### src/design/gmcn_pkg.sv
// ----------------------------------------------------------------------------
// Grid menu cursor navigator package
// Shared widths, defaults, codes, configuration and command types.
// ----------------------------------------------------------------------------
package gmcn_pkg;

  localparam int OP_W     = 4;
  localparam int NUM_W    = 8;
  localparam int DIM_W    = 4;
  localparam int MODE_W   = 2;
  localparam int CODE_W   = 2;
  localparam int ITEM_W   = 7;
  localparam int IDX_W    = 7;
  localparam int APB_AW   = 4;
  localparam int APB_DW   = 32;

  // One quotient bit per divider step, so one step per bit of item_number.
  localparam int DIV_STEPS = NUM_W;

  localparam int MAX_COLUMNS_DEF = 9;
  localparam int MAX_ROWS_DEF    = 9;
  localparam int DIRECT_KEYS_DEF = 10;

  localparam logic [OP_W-1:0] OP_NONE    = 4'd0;
  localparam logic [OP_W-1:0] OP_LEFT    = 4'd1;
  localparam logic [OP_W-1:0] OP_RIGHT   = 4'd2;
  localparam logic [OP_W-1:0] OP_UP      = 4'd3;
  localparam logic [OP_W-1:0] OP_DOWN    = 4'd4;
  localparam logic [OP_W-1:0] OP_CONFIRM = 4'd5;
  localparam logic [OP_W-1:0] OP_ABORT   = 4'd6;
  localparam logic [OP_W-1:0] OP_PICK    = 4'd7;
  localparam logic [OP_W-1:0] OP_JUMP    = 4'd8;

  localparam logic [MODE_W-1:0] SCR_STOP       = 2'd0;
  localparam logic [MODE_W-1:0] SCR_WRAP       = 2'd1;
  localparam logic [MODE_W-1:0] SCR_CARRY      = 2'd2;
  localparam logic [MODE_W-1:0] SCR_CARRY_WRAP = 2'd3;

  localparam logic [CODE_W-1:0] RC_NONE   = 2'd0;
  localparam logic [CODE_W-1:0] RC_ABORT  = 2'd1;
  localparam logic [CODE_W-1:0] RC_CHOSEN = 2'd2;

  typedef struct packed {
    logic [DIM_W-1:0]  columns;
    logic [DIM_W-1:0]  rows;
    logic [MODE_W-1:0] scroll_mode;
  } cfg_t;

  typedef struct packed {
    logic load;
    logic div_step;
    logic finish;
  } cmd_t;

endpackage

### src/design/gmcn_channels.sv
// ----------------------------------------------------------------------------
// Grid menu cursor navigator channels
// Valid/ready interfaces for the key request and result channels.
// ----------------------------------------------------------------------------
interface gmcn_in_if;
  logic                       valid;
  logic                       ready;
  logic [gmcn_pkg::OP_W-1:0]  operation;
  logic [gmcn_pkg::NUM_W-1:0] item_number;

  modport source (output valid, output operation, output item_number, input ready);
  modport sink   (input valid, input operation, input item_number, output ready);
endinterface

interface gmcn_out_if;
  logic                        valid;
  logic                        ready;
  logic [gmcn_pkg::CODE_W-1:0] result_code;
  logic [gmcn_pkg::ITEM_W-1:0] chosen_item;
  logic [gmcn_pkg::IDX_W-1:0]  cursor_index;
  logic [gmcn_pkg::DIM_W-1:0]  cursor_column;
  logic [gmcn_pkg::DIM_W-1:0]  cursor_row;

  modport source (output valid, output result_code, output chosen_item,
                  output cursor_index, output cursor_column, output cursor_row,
                  input ready);
  modport sink   (input valid, input result_code, input chosen_item,
                  input cursor_index, input cursor_column, input cursor_row,
                  output ready);
endinterface

### src/design/gmcn_cfg_regs.sv
// ----------------------------------------------------------------------------
// Grid menu cursor navigator configuration registers
// APB-style register file holding grid size and scroll mode.
// ----------------------------------------------------------------------------
module gmcn_cfg_regs (
  input  logic                          clk,
  input  logic                          rst_n,
  input  logic                          psel,
  input  logic                          penable,
  input  logic                          pwrite,
  input  logic [gmcn_pkg::APB_AW-1:0]   paddr,
  input  logic [gmcn_pkg::APB_DW-1:0]   pwdata,
  output logic [gmcn_pkg::APB_DW-1:0]   prdata,
  output logic                          pready,
  output gmcn_pkg::cfg_t                cfg
);

  localparam logic [1:0] REG_COLUMNS = 2'd0;
  localparam logic [1:0] REG_ROWS    = 2'd1;
  localparam logic [1:0] REG_SCROLL  = 2'd2;

  gmcn_pkg::cfg_t cfg_r;
  logic           wr_en;
  logic [1:0]     reg_sel;

  assign pready  = 1'b1;
  assign wr_en   = psel & penable & pwrite & pready;
  assign reg_sel = paddr[3:2];
  assign cfg     = cfg_r;

  always_ff @(posedge clk) begin
    if (!rst_n) begin
      cfg_r.columns     <= gmcn_pkg::DIM_W'(1);
      cfg_r.rows        <= gmcn_pkg::DIM_W'(1);
      cfg_r.scroll_mode <= '0;
    end else if (wr_en) begin
      unique case (reg_sel)
        REG_COLUMNS: cfg_r.columns     <= pwdata[gmcn_pkg::DIM_W-1:0];
        REG_ROWS:    cfg_r.rows        <= pwdata[gmcn_pkg::DIM_W-1:0];
        REG_SCROLL:  cfg_r.scroll_mode <= pwdata[gmcn_pkg::MODE_W-1:0];
        default: begin
        end
      endcase
    end
  end

  always_comb begin
    prdata = '0;
    unique case (reg_sel)
      REG_COLUMNS: prdata[gmcn_pkg::DIM_W-1:0]  = cfg_r.columns;
      REG_ROWS:    prdata[gmcn_pkg::DIM_W-1:0]  = cfg_r.rows;
      REG_SCROLL:  prdata[gmcn_pkg::MODE_W-1:0] = cfg_r.scroll_mode;
      default:     prdata = '0;
    endcase
  end

endmodule

### src/design/gmcn_ctrl.sv
// ----------------------------------------------------------------------------
// Grid menu cursor navigator controller
// Sequences request acceptance, the divider steps, the update and the result.
// ----------------------------------------------------------------------------
module gmcn_ctrl (
  input  logic           clk,
  input  logic           rst_n,
  input  logic           in_valid,
  output logic           in_ready,
  output logic           out_valid,
  input  logic           out_ready,
  output gmcn_pkg::cmd_t cmd
);

  localparam int CNT_W = $clog2(gmcn_pkg::DIV_STEPS);

  localparam logic [1:0] S_IDLE = 2'd0;
  localparam logic [1:0] S_DIV  = 2'd1;
  localparam logic [1:0] S_FIN  = 2'd2;
  localparam logic [1:0] S_OUT  = 2'd3;

  logic [1:0]       state_r, state_nxt;
  logic [CNT_W-1:0] cnt_r, cnt_nxt;

  assign in_ready  = (state_r == S_IDLE);
  assign out_valid = (state_r == S_OUT);

  always_comb begin
    state_nxt    = state_r;
    cnt_nxt      = cnt_r;
    cmd.load     = 1'b0;
    cmd.div_step = 1'b0;
    cmd.finish   = 1'b0;
    unique case (state_r)
      S_IDLE: begin
        if (in_valid) begin
          cmd.load  = 1'b1;
          cnt_nxt   = '0;
          state_nxt = S_DIV;
        end
      end
      S_DIV: begin
        cmd.div_step = 1'b1;
        cnt_nxt      = cnt_r + CNT_W'(1);
        if (cnt_r == CNT_W'(gmcn_pkg::DIV_STEPS - 1)) begin
          state_nxt = S_FIN;
        end
      end
      S_FIN: begin
        cmd.finish = 1'b1;
        state_nxt  = S_OUT;
      end
      S_OUT: begin
        if (out_ready) begin
          state_nxt = S_IDLE;
        end
      end
      default: state_nxt = S_IDLE;
    endcase
  end

  always_ff @(posedge clk) begin
    if (!rst_n) begin
      state_r <= S_IDLE;
      cnt_r   <= '0;
    end else begin
      state_r <= state_nxt;
      cnt_r   <= cnt_nxt;
    end
  end

endmodule

### src/design/gmcn_datapath.sv
// ----------------------------------------------------------------------------
// Grid menu cursor navigator datapath
// Cursor registers, bit-serial divider by the column count, and result logic.
// ----------------------------------------------------------------------------
module gmcn_datapath #(
  parameter int MAX_COLUMNS = gmcn_pkg::MAX_COLUMNS_DEF,
  parameter int MAX_ROWS    = gmcn_pkg::MAX_ROWS_DEF,
  parameter int DIRECT_KEYS = gmcn_pkg::DIRECT_KEYS_DEF
) (
  input  logic                         clk,
  input  logic                         rst_n,
  input  gmcn_pkg::cfg_t               cfg,
  input  gmcn_pkg::cmd_t               cmd,
  input  logic [gmcn_pkg::OP_W-1:0]    operation,
  input  logic [gmcn_pkg::NUM_W-1:0]   item_number,
  output logic [gmcn_pkg::CODE_W-1:0]  result_code,
  output logic [gmcn_pkg::ITEM_W-1:0]  chosen_item,
  output logic [gmcn_pkg::IDX_W-1:0]   cursor_index,
  output logic [gmcn_pkg::DIM_W-1:0]   cursor_column,
  output logic [gmcn_pkg::DIM_W-1:0]   cursor_row
);

  localparam int DW = gmcn_pkg::DIM_W;
  localparam int NW = gmcn_pkg::NUM_W;
  localparam int PW = 2 * DW;

  function automatic logic [DW-1:0] eff_dim(input logic [DW-1:0] v,
                                            input logic [DW-1:0] maxv);
    logic [DW-1:0] r;
    r = v;
    if (v == '0) r = DW'(1);
    else if (v > maxv) r = maxv;
    return r;
  endfunction

  logic [gmcn_pkg::OP_W-1:0]   op_r;
  logic [NW-1:0]               num_r;
  logic [NW-1:0]               dvd_r;
  logic [DW:0]                 rem_r;
  logic [DW-1:0]               col_r, row_r;
  logic [gmcn_pkg::CODE_W-1:0] code_r;
  logic [gmcn_pkg::ITEM_W-1:0] chosen_r;
  logic [gmcn_pkg::IDX_W-1:0]  idx_r;
  logic [DW-1:0]               ocol_r, orow_r;

  logic [DW-1:0] nc, nr, nc_m1, nr_m1, x0, y0, x, y;
  logic [DW:0]   rem_sh;
  logic          rem_ge;
  logic [PW-1:0] area, idx_full;
  logic [gmcn_pkg::CODE_W-1:0] code;
  logic [gmcn_pkg::ITEM_W-1:0] chosen;

  assign nc    = eff_dim(cfg.columns, DW'(MAX_COLUMNS));
  assign nr    = eff_dim(cfg.rows, DW'(MAX_ROWS));
  assign nc_m1 = nc - DW'(1);
  assign nr_m1 = nr - DW'(1);
  assign x0    = (col_r > nc_m1) ? nc_m1 : col_r;
  assign y0    = (row_r > nr_m1) ? nr_m1 : row_r;
  assign area  = PW'(nc) * PW'(nr);

  assign rem_sh = {rem_r[DW-1:0], dvd_r[NW-1]};
  assign rem_ge = (rem_sh >= {1'b0, nc});

  always_comb begin
    x      = x0;
    y      = y0;
    code   = gmcn_pkg::RC_NONE;
    chosen = '0;
    case (op_r)
      gmcn_pkg::OP_LEFT: begin
        if (x0 != '0) begin
          x = x0 - DW'(1);
        end else if (cfg.scroll_mode == gmcn_pkg::SCR_WRAP) begin
          x = nc_m1;
        end else if (cfg.scroll_mode == gmcn_pkg::SCR_CARRY) begin
          if (y0 != '0) begin
            x = nc_m1;
            y = y0 - DW'(1);
          end
        end else if (cfg.scroll_mode == gmcn_pkg::SCR_CARRY_WRAP) begin
          x = nc_m1;
          y = (y0 != '0) ? y0 - DW'(1) : nr_m1;
        end
      end
      gmcn_pkg::OP_RIGHT: begin
        if (x0 < nc_m1) begin
          x = x0 + DW'(1);
        end else if (cfg.scroll_mode == gmcn_pkg::SCR_WRAP) begin
          x = '0;
        end else if (cfg.scroll_mode == gmcn_pkg::SCR_CARRY) begin
          if (y0 < nr_m1) begin
            x = '0;
            y = y0 + DW'(1);
          end
        end else if (cfg.scroll_mode == gmcn_pkg::SCR_CARRY_WRAP) begin
          x = '0;
          y = (y0 < nr_m1) ? y0 + DW'(1) : '0;
        end
      end
      gmcn_pkg::OP_UP: begin
        if (y0 != '0) begin
          y = y0 - DW'(1);
        end else if (cfg.scroll_mode == gmcn_pkg::SCR_WRAP) begin
          y = nr_m1;
        end else if (cfg.scroll_mode == gmcn_pkg::SCR_CARRY) begin
          if (x0 != '0) begin
            y = nr_m1;
            x = x0 - DW'(1);
          end
        end else if (cfg.scroll_mode == gmcn_pkg::SCR_CARRY_WRAP) begin
          y = nr_m1;
          x = (x0 != '0) ? x0 - DW'(1) : nc_m1;
        end
      end
      gmcn_pkg::OP_DOWN: begin
        if (y0 < nr_m1) begin
          y = y0 + DW'(1);
        end else if (cfg.scroll_mode == gmcn_pkg::SCR_WRAP) begin
          y = '0;
        end else if (cfg.scroll_mode == gmcn_pkg::SCR_CARRY) begin
          if (x0 < nc_m1) begin
            y = '0;
            x = x0 + DW'(1);
          end
        end else if (cfg.scroll_mode == gmcn_pkg::SCR_CARRY_WRAP) begin
          y = '0;
          x = (x0 < nc_m1) ? x0 + DW'(1) : '0;
        end
      end
      gmcn_pkg::OP_CONFIRM: begin
        code = gmcn_pkg::RC_CHOSEN;
      end
      gmcn_pkg::OP_ABORT: begin
        code = gmcn_pkg::RC_ABORT;
      end
      gmcn_pkg::OP_PICK: begin
        if ((num_r != '0) && (num_r <= NW'(DIRECT_KEYS)) && (num_r <= NW'(area))) begin
          x      = rem_r[DW-1:0];
          y      = dvd_r[DW-1:0];
          code   = gmcn_pkg::RC_CHOSEN;
          chosen = num_r[gmcn_pkg::ITEM_W-1:0];
        end
      end
      gmcn_pkg::OP_JUMP: begin
        if ((num_r != '0) && (dvd_r < NW'(nr))) begin
          x = rem_r[DW-1:0];
          y = dvd_r[DW-1:0];
        end
      end
      default: begin
      end
    endcase
  end

  assign idx_full = PW'(y) * PW'(nc) + PW'(x);

  always_ff @(posedge clk) begin
    if (!rst_n) begin
      col_r <= '0;
      row_r <= '0;
    end else if (cmd.finish) begin
      col_r <= x;
      row_r <= y;
    end
  end

  always_ff @(posedge clk) begin
    if (cmd.load) begin
      op_r  <= operation;
      num_r <= item_number;
      dvd_r <= item_number - NW'(1);
      rem_r <= '0;
    end else if (cmd.div_step) begin
      if (rem_ge) begin
        rem_r <= rem_sh - {1'b0, nc};
        dvd_r <= {dvd_r[NW-2:0], 1'b1};
      end else begin
        rem_r <= rem_sh;
        dvd_r <= {dvd_r[NW-2:0], 1'b0};
      end
    end
    if (cmd.finish) begin
      code_r   <= code;
      chosen_r <= (op_r == gmcn_pkg::OP_CONFIRM) ?
                  idx_full[gmcn_pkg::ITEM_W-1:0] + gmcn_pkg::ITEM_W'(1) : chosen;
      idx_r    <= idx_full[gmcn_pkg::IDX_W-1:0];
      ocol_r   <= x;
      orow_r   <= y;
    end
  end

  assign result_code   = code_r;
  assign chosen_item   = chosen_r;
  assign cursor_index  = idx_r;
  assign cursor_column = ocol_r;
  assign cursor_row    = orow_r;

endmodule

### src/design/grid_menu_cursor_navigator.sv
// ----------------------------------------------------------------------------
// Grid menu cursor navigator
// An accepted key request passes through the 8-step serial divider, which
// divides item_number minus one by the column count, and a finish step; the
// result is then offered, and no new request is taken until it has been taken.
// Reset: synchronous rst_n returns the cursor to 0,0 and the grid to 1 by 1.
// ----------------------------------------------------------------------------
module grid_menu_cursor_navigator #(
  parameter int MAX_COLUMNS = gmcn_pkg::MAX_COLUMNS_DEF,
  parameter int MAX_ROWS    = gmcn_pkg::MAX_ROWS_DEF,
  parameter int DIRECT_KEYS = gmcn_pkg::DIRECT_KEYS_DEF
) (
  input  logic                        clk,
  input  logic                        rst_n,
  gmcn_in_if.sink                     in_ch,
  gmcn_out_if.source                  out_ch,
  input  logic                        cfg_psel,
  input  logic                        cfg_penable,
  input  logic                        cfg_pwrite,
  input  logic [gmcn_pkg::APB_AW-1:0] cfg_paddr,
  input  logic [gmcn_pkg::APB_DW-1:0] cfg_pwdata,
  output logic [gmcn_pkg::APB_DW-1:0] cfg_prdata,
  output logic                        cfg_pready
);

  gmcn_pkg::cfg_t cfg;
  gmcn_pkg::cmd_t cmd;
  logic           in_ready;
  logic           out_valid;

  assign in_ch.ready  = in_ready;
  assign out_ch.valid = out_valid;

  gmcn_cfg_regs u_cfg (
    .clk     (clk),
    .rst_n   (rst_n),
    .psel    (cfg_psel),
    .penable (cfg_penable),
    .pwrite  (cfg_pwrite),
    .paddr   (cfg_paddr),
    .pwdata  (cfg_pwdata),
    .prdata  (cfg_prdata),
    .pready  (cfg_pready),
    .cfg     (cfg)
  );

  gmcn_ctrl u_ctrl (
    .clk       (clk),
    .rst_n     (rst_n),
    .in_valid  (in_ch.valid),
    .in_ready  (in_ready),
    .out_valid (out_valid),
    .out_ready (out_ch.ready),
    .cmd       (cmd)
  );

  gmcn_datapath #(
    .MAX_COLUMNS (MAX_COLUMNS),
    .MAX_ROWS    (MAX_ROWS),
    .DIRECT_KEYS (DIRECT_KEYS)
  ) u_dp (
    .clk           (clk),
    .rst_n         (rst_n),
    .cfg           (cfg),
    .cmd           (cmd),
    .operation     (in_ch.operation),
    .item_number   (in_ch.item_number),
    .result_code   (out_ch.result_code),
    .chosen_item   (out_ch.chosen_item),
    .cursor_index  (out_ch.cursor_index),
    .cursor_column (out_ch.cursor_column),
    .cursor_row    (out_ch.cursor_row)
  );

endmodule

### src/flat_wrapper.sv
// flat-port wrapper written by rule: the top's interface ports become plain ports
module grid_menu_cursor_navigator_flat 
#(
  parameter int MAX_COLUMNS = gmcn_pkg::MAX_COLUMNS_DEF,
  parameter int MAX_ROWS    = gmcn_pkg::MAX_ROWS_DEF,
  parameter int DIRECT_KEYS = gmcn_pkg::DIRECT_KEYS_DEF
)
  (clk, rst_n, cfg_psel, cfg_penable, cfg_pwrite, cfg_paddr, cfg_pwdata, cfg_prdata, cfg_pready, in_ch_valid, in_ch_operation, in_ch_item_number, in_ch_ready, out_ch_valid, out_ch_result_code, out_ch_chosen_item, out_ch_cursor_index, out_ch_cursor_column, out_ch_cursor_row, out_ch_ready);
  gmcn_in_if in_ch_i ();
  gmcn_out_if out_ch_i ();
  input  logic clk;
  input  logic rst_n;
  input  logic cfg_psel;
  input  logic cfg_penable;
  input  logic cfg_pwrite;
  input  logic [gmcn_pkg::APB_AW-1:0] cfg_paddr;
  input  logic [gmcn_pkg::APB_DW-1:0] cfg_pwdata;
  output logic [gmcn_pkg::APB_DW-1:0] cfg_prdata;
  output logic cfg_pready;
  input wire logic [$bits(in_ch_i.valid)-1:0] in_ch_valid;
  input wire logic [$bits(in_ch_i.operation)-1:0] in_ch_operation;
  input wire logic [$bits(in_ch_i.item_number)-1:0] in_ch_item_number;
  output wire logic [$bits(in_ch_i.ready)-1:0] in_ch_ready;
  output wire logic [$bits(out_ch_i.valid)-1:0] out_ch_valid;
  output wire logic [$bits(out_ch_i.result_code)-1:0] out_ch_result_code;
  output wire logic [$bits(out_ch_i.chosen_item)-1:0] out_ch_chosen_item;
  output wire logic [$bits(out_ch_i.cursor_index)-1:0] out_ch_cursor_index;
  output wire logic [$bits(out_ch_i.cursor_column)-1:0] out_ch_cursor_column;
  output wire logic [$bits(out_ch_i.cursor_row)-1:0] out_ch_cursor_row;
  input wire logic [$bits(out_ch_i.ready)-1:0] out_ch_ready;
  assign in_ch_i.valid = in_ch_valid;
  assign in_ch_i.operation = in_ch_operation;
  assign in_ch_i.item_number = in_ch_item_number;
  assign in_ch_ready = in_ch_i.ready;
  assign out_ch_valid = out_ch_i.valid;
  assign out_ch_result_code = out_ch_i.result_code;
  assign out_ch_chosen_item = out_ch_i.chosen_item;
  assign out_ch_cursor_index = out_ch_i.cursor_index;
  assign out_ch_cursor_column = out_ch_i.cursor_column;
  assign out_ch_cursor_row = out_ch_i.cursor_row;
  assign out_ch_i.ready = out_ch_ready;
  grid_menu_cursor_navigator #(.MAX_COLUMNS(MAX_COLUMNS), .MAX_ROWS(MAX_ROWS), .DIRECT_KEYS(DIRECT_KEYS)) u_core (.clk(clk), .rst_n(rst_n), .in_ch(in_ch_i), .out_ch(out_ch_i), .cfg_psel(cfg_psel), .cfg_penable(cfg_penable), .cfg_pwrite(cfg_pwrite), .cfg_paddr(cfg_paddr), .cfg_pwdata(cfg_pwdata), .cfg_prdata(cfg_prdata), .cfg_pready(cfg_pready));
endmodule
### config.mk
export PLATFORM = sky130hd
export DESIGN_NAME = grid_menu_cursor_navigator_flat
export DESIGN_NICKNAME = d
export VERILOG_FILES = /design/src/design/gmcn_pkg.sv /design/src/design/gmcn_channels.sv /design/src/design/gmcn_cfg_regs.sv /design/src/design/gmcn_ctrl.sv /design/src/design/gmcn_datapath.sv /design/src/design/grid_menu_cursor_navigator.sv /design/src/flat_wrapper.sv
export SDC_FILE = /design/constraint.sdc
export NUM_CORES = 1
export LEC_CHECK = 0
export BUFFER_PORTS_ARGS = -buffer_cell sky130_fd_sc_hd__buf_2
export CAP_MARGIN = 20
export CELL_PAD_IN_SITES_DETAIL_PLACEMENT = 0
export CELL_PAD_IN_SITES_GLOBAL_PLACEMENT = 2
export CORE_ASPECT_RATIO = 0.75
export CORE_UTILIZATION = 25
export DETAILED_ROUTE_END_ITERATION = 16
export GPL_TIMING_DRIVEN = 0
export PLACE_DENSITY = 0.63
export SETUP_SLACK_MARGIN = 0.5
export SYNTH_ARGS = -nofsm -noshare
export SYNTH_HDL_FRONTEND = slang
export SYNTH_SLANG_ARGS = --single-unit
### constraint.sdc
create_clock -name clk -period 12.6 [get_ports clk]
set_input_delay 1.89 -clock clk [delete_from_list [all_inputs] [get_ports clk]]
set_output_delay 1.89 -clock clk [all_outputs]
set_load 0.005 [all_outputs]
==> results.toml, run 1 <==
[outcome]
status = "complete, no violations"

[timing]
worstMarginPinSlew_ns = 1.03
hold_slack_ns = 0.512
post-route-min-period_ns = 10.58
tns_ns = 0
slew_headroom_pct = 30.7
fin_skew_ns = 0.0115
finalSetupViolations = 0
drv_slew = 0
grt_setup_unrepaired = "no"
max_freq_mhz = 94.5
hold_viol = 0
period_share_pct = 84.0

[grt]
grt_usage_pct = 16.4
grt_max_degree = 24
grt_remaining_overflow = 0
grt_pass1_vias = 5839
antenna_found_initial = 0
grt_pass1_wl_um = 35300

[die]
die-area_sq_um = 28400
core_sq_um = 27100
io_pins = 114
start_util_pct = 25.6
rows = 52
dieHeight_um = 146
die_w_um = 194

[clock_network]
clock-sinks = 71
clk_latency_ns = 0.35
cts.root.buffer_cell = "clkbuf_16"
postCtsResizedCells = 0
cts_max_level = 3
postCtsHoldBufs = 0
clk_pin_slew_ns = 0.06
postCtsSetupBuffers = 0
cts_tree = "yes"
clockBufferDepth = 2
numCtsBuffers = 9

[pwr]
irDropWorstVdd_mv = 0.0786
power_leakage_nw = 3.47
power.density_nw_per_um2 = 163

[logic_synthesis]
ys_types = 88
synth_simple_gate_area_share_pct = 18.4
yosysWarnings = 0
synth-xor-area-share_pct = 3.28
synth_flop_cell = "edfxtp_1"
synth_edf_count = 44
synthAdderAreaFrac_pct = 16.1
synth_seq_cells = 71
synth_top_family_by_area = "compound AO/OA/AOI/OAI gates"
synth.area.mux_share_pct = 5.93
netlist_area_sq_um = 6940
synth_seq_area_share_pct = 26.8
ys_async_sr_fraction_pct = 0
synth-compound-area-share_pct = 20.7
synthCells = 816
avgSynthCellArea_sq_um = 8.51

[placed_design]
hpwl_um = 18000
place_inst = 1249
gp_congestion = 0.830
placed_cell_area_sq_um = 7790
portBuffers = 53

[route]
vias = 6177
via_per_inst = 4.88
dr.first_iter.drc_count = 392
firstDrtPassIters = 6
postRouteAntennaNets = 0
wl_per_cell_um = 18.1
postRouteWirelength_um = 22900
drc_errors = 0

[hold_path]
min_path_type = "reg2reg"

[final_layout]
finalInstanceArea_sq_um = 8120
drive_above_1_share_pct = 15.5
num_antenna_cells = 0
area_delta_synth_final_pct = 16.9
num-nets-final = 1047
layoutNonFillerInstCount = 1265

[worst_setup_path]
cp_top_family = "compound AO/OA/AOI/OAI gates"
worstSetupPathType = "reg2reg"
endpoint_kind = "flop"
arrival_ns = 10.66
crit_required_ns = 12.68
crit_slowest_cell = "o211ai_1"
path_max_fanout = 10
start_kind = "flop"
crit_buf_inv = 5
max_stage_delay_ns = 0.72

[flow_run]
max-cap-violations = 0
==> synth_stat cells (20+ instances only) <==
master,n,area (sq um)
o21ai_0,53,265
edfxtp_1,44,1320
nand2_1,61,229
nand3_1,20,100
ha_1,72,901
mux2i_1,33,330
nor2_1,74,278
a21oi_1,61,305
buf_4,30,225
dfxtp_1,27,541
inv_1,61,229
clkbuf_1,21,78.8
==> cell usage in the layout (no fill, tap or decap), types with 27 or more instances in the layout <==
| cell type | netlist | routed |
|---|---|---|
| a21oi_1 | 61 | 61 |
| buf_2 | 6 | 59 |
| buf_4 | 30 | 30 |
| conb_1 | 2 | 29 |
| dfxtp_1 | 27 | 27 |
| edfxtp_1 | 44 | 44 |
| ha_1 | 72 | 72 |
| inv_1 | 61 | 61 |
| mux2i_1 | 33 | 33 |
| nand2_1 | 61 | 61 |
| nor2_1 | 74 | 74 |
| o21ai_0 | 53 | 53 |
==> worst min-delay path: stages, from the launching register on <==
cell     delay, ns
dfxtp_1       0.33
a32oi_1       0.06
nor2b_1       0.09
==> layout make-up <==
class,count,area (sq um)
buffer,59,342
clock inverter,1,5.00
timing repair buffer,55,308
inverter,67,256
sequential,71,1860
fill,2923,19000
clock buffer,15,320
multi-input combinational,646,4580
tap,351,439
==> per-layer routing <==
metal / vias to the layer above / GRT usage (%) / routed length [um]
met2: 184 / 22.9 / 8930
met3: 21 / 3.30 / 1170
met1: 2896 / 25.3 / 12500
met5: - / 0 / 0
met4: 0 / 3.85 / 292
li1: 3076 / - / -
==> kinds of logic after synthesis <==
group,count (synthesis)
adders and majority gates,83
AOI/OAI and AO/OA,216
muxes,39
and+or+nand+nor,253
DFF,71
xor gates and xnor gates,26
buffers and inverters,126
other,2
==> final timing paths <==
kind / end / slack (ns) / depth (start not counted) / start
worst max-delay path: u_core.u_dp.chosen_item[6]$_DFFE_PP_ / 2.02 / 32 / u_core.u_cfg.cfg[9]$_SDFFE_PN0P_
worst min-delay path: u_core.u_ctrl.cnt_r[2]$_SDFFE_PN0P_ / 0.51 / 2 / u_core.u_ctrl.cnt_r[2]$_SDFFE_PN0P_
worst max register to register: u_core.u_dp.chosen_item[6]$_DFFE_PP_ / 2.02 / 32 / u_core.u_cfg.cfg[9]$_SDFFE_PN0P_
worst min register to register: u_core.u_ctrl.cnt_r[2]$_SDFFE_PN0P_ / 0.51 / 2 / u_core.u_ctrl.cnt_r[2]$_SDFFE_PN0P_
==> registers in the layout, indices dropped and copies added, names as in the netlist <==
name / flops
u_core.u_ctrl.state_r: 2
u_core.u_dp.result_code: 2
u_core.u_dp.dvd_r: 8
u_core.u_dp.row_r: 4
u_core.u_dp.op_r: 4
u_core.u_dp.num_r: 8
u_core.u_ctrl.cnt_r: 3
u_core.u_dp.cursor_index: 7
u_core.u_cfg.cfg: 10
u_core.u_dp.col_r: 4
u_core.u_dp.cursor_row: 4
u_core.u_dp.chosen_item: 7
u_core.u_dp.rem_r: 4
u_core.u_dp.cursor_column: 4
==> metrics by stage <==
stage / total power [mW] / util (%) / setup slack [ns]
2_1_floorplan: 0.825 / - / 4.08
3_3_place_gp: 1.05 / 28.6 / 1.93
3_5_place_dp: 1.05 / 28.7 / 2.09
4_1_cts: 1.33 / 29.9 / 2.01
5_1_grt: 1.43 / 29.9 / 1.27
6_report: 1.32 / 29.9 / 2.02
==> where the power goes <==
group	switching (mW)	internal, mW
clock network	0.0998	0.173
logic	0.429	0.242
registers	0.0465	0.331
total	0.575	0.747
No activity file was read; power rests on OpenSTA's default activity.
==> run 2, diff against run 1 <==
==> constraint.sdc (replaced) <==
create_clock -name clk -period 10.18 [get_ports clk]
set_input_delay 1.527 -clock clk [delete_from_list [all_inputs] [get_ports clk]]
set_output_delay 1.527 -clock clk [all_outputs]
set_load 0.005 [all_outputs]
==> results.toml, run 2 (synthesis results as in run 1) <==
[flow_run]
max-cap-violations = 0

[timing]
grt_setup_unrepaired = "no"
period_share_pct = 90.0
hold_viol = 0
post-route-min-period_ns = 9.16
max_freq_mhz = 109
drv_slew = 0
hold_slack_ns = 0.514
worstMarginPinSlew_ns = 0.913
slew_headroom_pct = 38.9
finalSetupViolations = 0
fin_skew_ns = 0.0105

[clock_network]
clock-sinks = 71
clockBufferDepth = 2
numCtsBuffers = 9
cts.root.buffer_cell = "clkbuf_16"
cts_max_level = 3
clk_pin_slew_ns = 0.06
clk_latency_ns = 0.35
cts_tree = "yes"

[die]
start_util_pct = 25.6
die-area_sq_um = 28400
dieHeight_um = 146
io_pins = 114
rows = 52
die_w_um = 194
core_sq_um = 27100

[pwr]
p_total_mw = 1.70
power_leakage_nw = 3.57
irDropWorstVdd_mv = 0.0982
power.density_nw_per_um2 = 202

[outcome]
status = "complete, no violations"

[worst_setup_path]
crit_required_ns = 10.26
worst_r2r_endpoint = "u_core.u_dp.chosen_item[6]$_DFFE_PP_"
endpoint_kind = "flop"
arrival_ns = 9.24
worstSetupPathType = "reg2reg"
max_stage_delay_ns = 0.56
crit_start = "u_core.u_cfg.cfg[9]$_SDFFE_PN0P_"
path_max_fanout = 10
start_kind = "flop"
crit_slowest_cell = "fa_1"
regToRegSetupSlack_ns = 1.02
rr_startpoint = "u_core.u_cfg.cfg[9]$_SDFFE_PN0P_"
worst-r2r-cell-count = 38
endpoint = "u_core.u_dp.chosen_item[6]$_DFFE_PP_"

[final_layout]
num_antenna_cells = 0
largest_reg_flops = 10
final_common_cell = "nor2_1"
drive_above_1_share_pct = 19.4
area_delta_synth_final_pct = 21.2
layout.cells.most_common_list = "74 x nor2_1, 71 x ha_1, 61 x inv_1"
num-nets-final = 1062
layoutNonFillerInstCount = 1280

[placed_design]
gp_congestion = 0.830
portBuffers = 53
place_inst = 1249
hpwl_um = 18000

[route]
firstDrtPassIters = 7
wl_per_cell_um = 18.1
via_per_inst = 4.84
vias = 6198
drc_errors = 0
postRouteAntennaNets = 0
dr.first_iter.drc_count = 568
postRouteWirelength_um = 23200

[grt]
grt_remaining_overflow = 0
grt_usage_pct = 16.4
grt_pass1_wl_um = 35400
grt_pass1_vias = 5867
grt_max_degree = 24
antenna_found_initial = 0

[hold_path]
min_path_type = "reg2reg"
-- run 2: cell types whose count changed in the layout (fill, tap and decap cells not counted), moves of 3 or more --
cell / delta
buf_4: +14
clkbuf_2: +3
mux2i_1: -3
mux2i_4: +3
clkbuf_1: -4
clkbuf_4: +3
-- run 2: layout make-up --
class	instances	area, sq um
plain buffers	59	354
flip-flops and latches	71	1860
multi-input cells	646	4730
clock buffers	15	320
fillers	2885	18700
clock inverters	1	5.00
well taps	351	439
inverters	67	267
repair buffers	70	433
-- run 2: critical path, delay by kind of cell, from the launching register on --
family	cells	cell delay (ns)
fa+ha+maj	7	2.73
compound gates	13	2.32
simple gates	8	1.69
buf+inv	7	1.08
xor+xnor	2	0.44
mux	1	0.33
flops	1	0.30
-- run 2: metal layers --
layer / track usage (%) / vias up / wire length (um)
met5: 0 / - / 0
met4: 3.85 / 0 / 379
met3: 2.93 / 28 / 1080
met2: 22.9 / 162 / 9140
met1: 25.6 / 2903 / 12600
li1: - / 3105 / -
-- run 2: how the worst min path moves through the flow --
stage	startpoint	endpoint	cells past startpoint
CTS	u_core.u_ctrl.cnt_r[2]$_SDFFE_PN0P_	u_core.u_ctrl.cnt_r[2]$_SDFFE_PN0P_	2
global route	u_core.u_ctrl.cnt_r[1]$_SDFFE_PN0P_	u_core.u_ctrl.cnt_r[1]$_SDFFE_PN0P_	2
global placement	u_core.u_ctrl.cnt_r[2]$_SDFFE_PN0P_	u_core.u_ctrl.cnt_r[2]$_SDFFE_PN0P_	2
floorplan	u_core.u_dp.rem_r[3]$_SDFFE_PP0P_	u_core.u_dp.rem_r[3]$_SDFFE_PP0P_	2
detailed placement	u_core.u_ctrl.cnt_r[2]$_SDFFE_PN0P_	u_core.u_ctrl.cnt_r[2]$_SDFFE_PN0P_	2
finish	u_core.u_ctrl.cnt_r[2]$_SDFFE_PN0P_	u_core.u_ctrl.cnt_r[2]$_SDFFE_PN0P_	2
-- run 2: stage by stage --
stage / util, % / setup TNS [ns] / instance area [sq um] / setup WS (ns)
2_1_floorplan: - / 0 / 7040 / 1.66
3_3_place_gp: 28.6 / -0.685 / 7750 / -0.489
3_5_place_dp: 28.7 / -0.367 / 7790 / -0.333
4_1_cts: 30.2 / 0 / 8180 / 0.544
5_1_grt: 31.0 / 0 / 8410 / 0.479
6_report: 31.0 / 0 / 8410 / 1.02
-- run 2: where the power goes --
part | leakage, nW | switching, mW | total [mW] | internal, mW
combinational | 2.78 | 0.552 | 0.888 | 0.336
sequential | 0.634 | 0.0587 | 0.469 | 0.410
clock | 0.162 | 0.125 | 0.340 | 0.215
-- run 2: repair_timing --
item | 4_1_cts | 5_1_grt
pin swaps | 2 | 2
cloned | 0 | 0
endpoints found under the setup margin | 7 | 4
hold buffers | 0 | 0
setup buffers | 3 | 12
gates resized for setup | 10 | 33
==> run 3, diff against run 2 <==
--- a/config.mk
+++ b/config.mk
@@ -5,6 +5,7 @@
 export SDC_FILE = /design/constraint.sdc
 export NUM_CORES = 1
 export LEC_CHECK = 0
+export ABC_AREA = 1
 export BUFFER_PORTS_ARGS = -buffer_cell sky130_fd_sc_hd__buf_2
 export CAP_MARGIN = 20
 export CELL_PAD_IN_SITES_DETAIL_PLACEMENT = 0
@@ -13,7 +14,7 @@
 export CORE_UTILIZATION = 25
 export DETAILED_ROUTE_END_ITERATION = 16
 export GPL_TIMING_DRIVEN = 0
-export PLACE_DENSITY = 0.63
+export PLACE_DENSITY = 0.66
 export SETUP_SLACK_MARGIN = 0.5
 export SYNTH_ARGS = -nofsm -noshare
 export SYNTH_HDL_FRONTEND = slang
==> results.toml, run 3 <==
[outcome]
status = "complete, no violations"

[grt]
grt_usage_pct = 17.1
grt_max_degree = 31
antenna_found_initial = 0
grt_pass1_wl_um = 37500
grt_remaining_overflow = 0
grt_pass1_vias = 6365

[final_layout]
num_antenna_cells = 0
largest_reg_flops = 10
layout.cells.most_common_list = "223 x nand2_1, 134 x inv_1, 81 x nor2_1"
final_common_cell = "nand2_1"
fill_cells = 3197
drive_above_1_share_pct = 14.7
layoutNonFillerInstCount = 1479
num-nets-final = 1227
area_delta_synth_final_pct = 16.3

[logic_synthesis]
synth_flop_cell = "edfxtp_1"
synthCells = 994
yosysWarnings = 0
netlist_area_sq_um = 7160
yosys-top-cells-count = "225 x nand2_1, 134 x inv_1, 81 x nor2_1"
synth_seq_area_share_pct = 26.0
ys_types = 54
yosysMostFrequentCell = "nand2_1"
synthTopCellsByArea = "edfxtp_1 18%, ha_1 13%, nand2_1 12%"
ys_async_sr_fraction_pct = 0
synth_seq_cells = 71
synth_edf_count = 44
avgSynthCellArea_sq_um = 7.21
synth_top_cell_by_area = "edfxtp_1"
yosys.area.top_type_share_pct = 18.4

[flow_run]
max-cap-violations = 0

[route]
drc_errors = 0
postRouteWirelength_um = 24300
dr.first_iter.drc_count = 437
firstDrtPassIters = 5
wl_per_cell_um = 16.4
via_per_inst = 4.61
vias = 6822
postRouteAntennaNets = 0

[worst_setup_path]
crit_slowest_cell = "fa_1"
path_max_fanout = 9
arrival_ns = 9.02
start_kind = "flop"
worstSetupPathType = "reg2reg"
timing.critical_path.mode_cell = "nand2_1"
crit_required_ns = 10.29
endpoint_kind = "flop"
max_stage_delay_ns = 0.56

[die]
die-area_sq_um = 29300
die_w_um = 197
dieHeight_um = 149
core_sq_um = 28100
io_pins = 114
rows = 53
start_util_pct = 25.5

[timing]
slew_headroom_pct = 31.1
fin_skew_ns = 0.0128
worstMarginPinSlew_ns = 1.03
grt_setup_unrepaired = "no"
drv_slew = 0
hold_viol = 0
tns_ns = 0
max_freq_mhz = 112
finalSetupViolations = 0
period_share_pct = 87.5
post-route-min-period_ns = 8.91
hold_slack_ns = 0.464

[clock_network]
clk_latency_ns = 0.36
clockBufferDepth = 2
clk_pin_slew_ns = 0.06
clock-sinks = 71
cts_tree = "yes"
cts.root.buffer_cell = "clkbuf_16"
numCtsBuffers = 9
cts_max_level = 3

[hold_path]
min_path_type = "reg2reg"

[pwr]
power.density_nw_per_um2 = 376
power_leakage_nw = 3.98
irDropWorstVdd_mv = 0.133

[placed_design]
place_inst = 1461
hpwl_um = 19800
portBuffers = 54
gp_congestion = 0.827
## run 3: cell types whose count changed after synthesis, moves of 17 or more
cell      change
nand3_1      +33
inv_1        +73
mux2i_1      -33
nor2b_1      -18
nand2_1     +164
o211ai_1     +17
## run 3: area by class of cell
type	count	area, sq um	area share, %
clock inverters	6	46.3	0.556
clock buffers	10	229	2.75
flip-flops and latches	71	1860	22.3
multi-input cells	757	4530	54.4
inverters	144	543	6.52
repair buffers	57	300	3.60
well taps	385	482	5.78
plain buffers	49	337	4.04
## run 3: final timing paths
| kind | end | start | cells after the start | slack, ns |
|---|---|---|---|---|
| hold reg to reg | u_core.u_ctrl.cnt_r[2]$_SDFFE_PN0P_ | u_core.u_ctrl.cnt_r[2]$_SDFFE_PN0P_ | 2 | 0.46 |
| setup / recovery | u_core.u_dp.chosen_item[6]$_DFFE_PP_ | u_core.u_cfg.cfg[4]$_SDFFE_PN0P_ | 43 | 1.27 |
| hold / removal | u_core.u_ctrl.cnt_r[2]$_SDFFE_PN0P_ | u_core.u_ctrl.cnt_r[2]$_SDFFE_PN0P_ | 2 | 0.46 |
| setup reg to reg | u_core.u_dp.chosen_item[6]$_DFFE_PP_ | u_core.u_cfg.cfg[4]$_SDFFE_PN0P_ | 43 | 1.27 |
## run 3: power by group
group / switching, mW / internal [mW] / total [mW]
clock: 0.139 / 0.166 / 0.305
sequential: 0.0541 / 0.445 / 0.499
combinational: 1.60 / 0.722 / 2.33
## run 3: kinds of logic (layout without fill, tap and decap cells)
family                     after synthesis  count (layout)  synth area share [%]
and+or+nand+nor                        415             415                  25.9
xor gates and xnor gates                21              21                  3.09
buffers and inverters                  193             266                  12.2
AOI/OAI and AO/OA                      209             209                  17.1
DFF                                     71              71                  26.0
adders and majority gates               83              83                  15.7
other                                    2              29                 0.105
## run 3: worst max-delay path, delay by kind of cell (launching register included)
kind	cells	cell delay, ns
XOR/XNOR	2	0.50
adder cells (fa/ha/maj)	8	3.11
AND/OR/NAND/NOR	18	2.23
flip-flops	1	0.49
AO/OA/AOI/OAI	8	1.53
buffers and inverters	7	0.77
## run 3: routing by layer
| metal | GRT usage [%] | up-vias | wire (um) |
|---|---|---|---|
| li1 | - | 3464 | - |
| met1 | 26.7 | 3224 | 13000 |
| met2 | 24.2 | 122 | 9980 |
| met3 | 2.77 | 12 | 1100 |
| met4 | 3.18 | 0 | 192 |
| met5 | 0 | - | 0 |
## run 3: stage by stage
stage               total power, mW  setup WS (ns)  instance area [sq um]  utilization, %
detailed placement             2.82          0.627                   8030            28.5
global route                   3.47          0.535                   8330            29.6
CTS                            3.14          0.616                   8300            29.5
floorplan                      2.15           2.41                   7260               -
finish                         3.13           1.27                   8330            29.6
global placement               2.83          0.688                   8020            28.5
## run 3: repair_timing
| item | CTS | global route |
|---|---|---|
| setup endpoints to repair | 0 | 5 |
| buffers inserted | 0 | 1 |
| resized for setup | 0 | 6 |
| hold endpoints to repair | 0 | 0 |
| hold buffers | 0 | 0 |
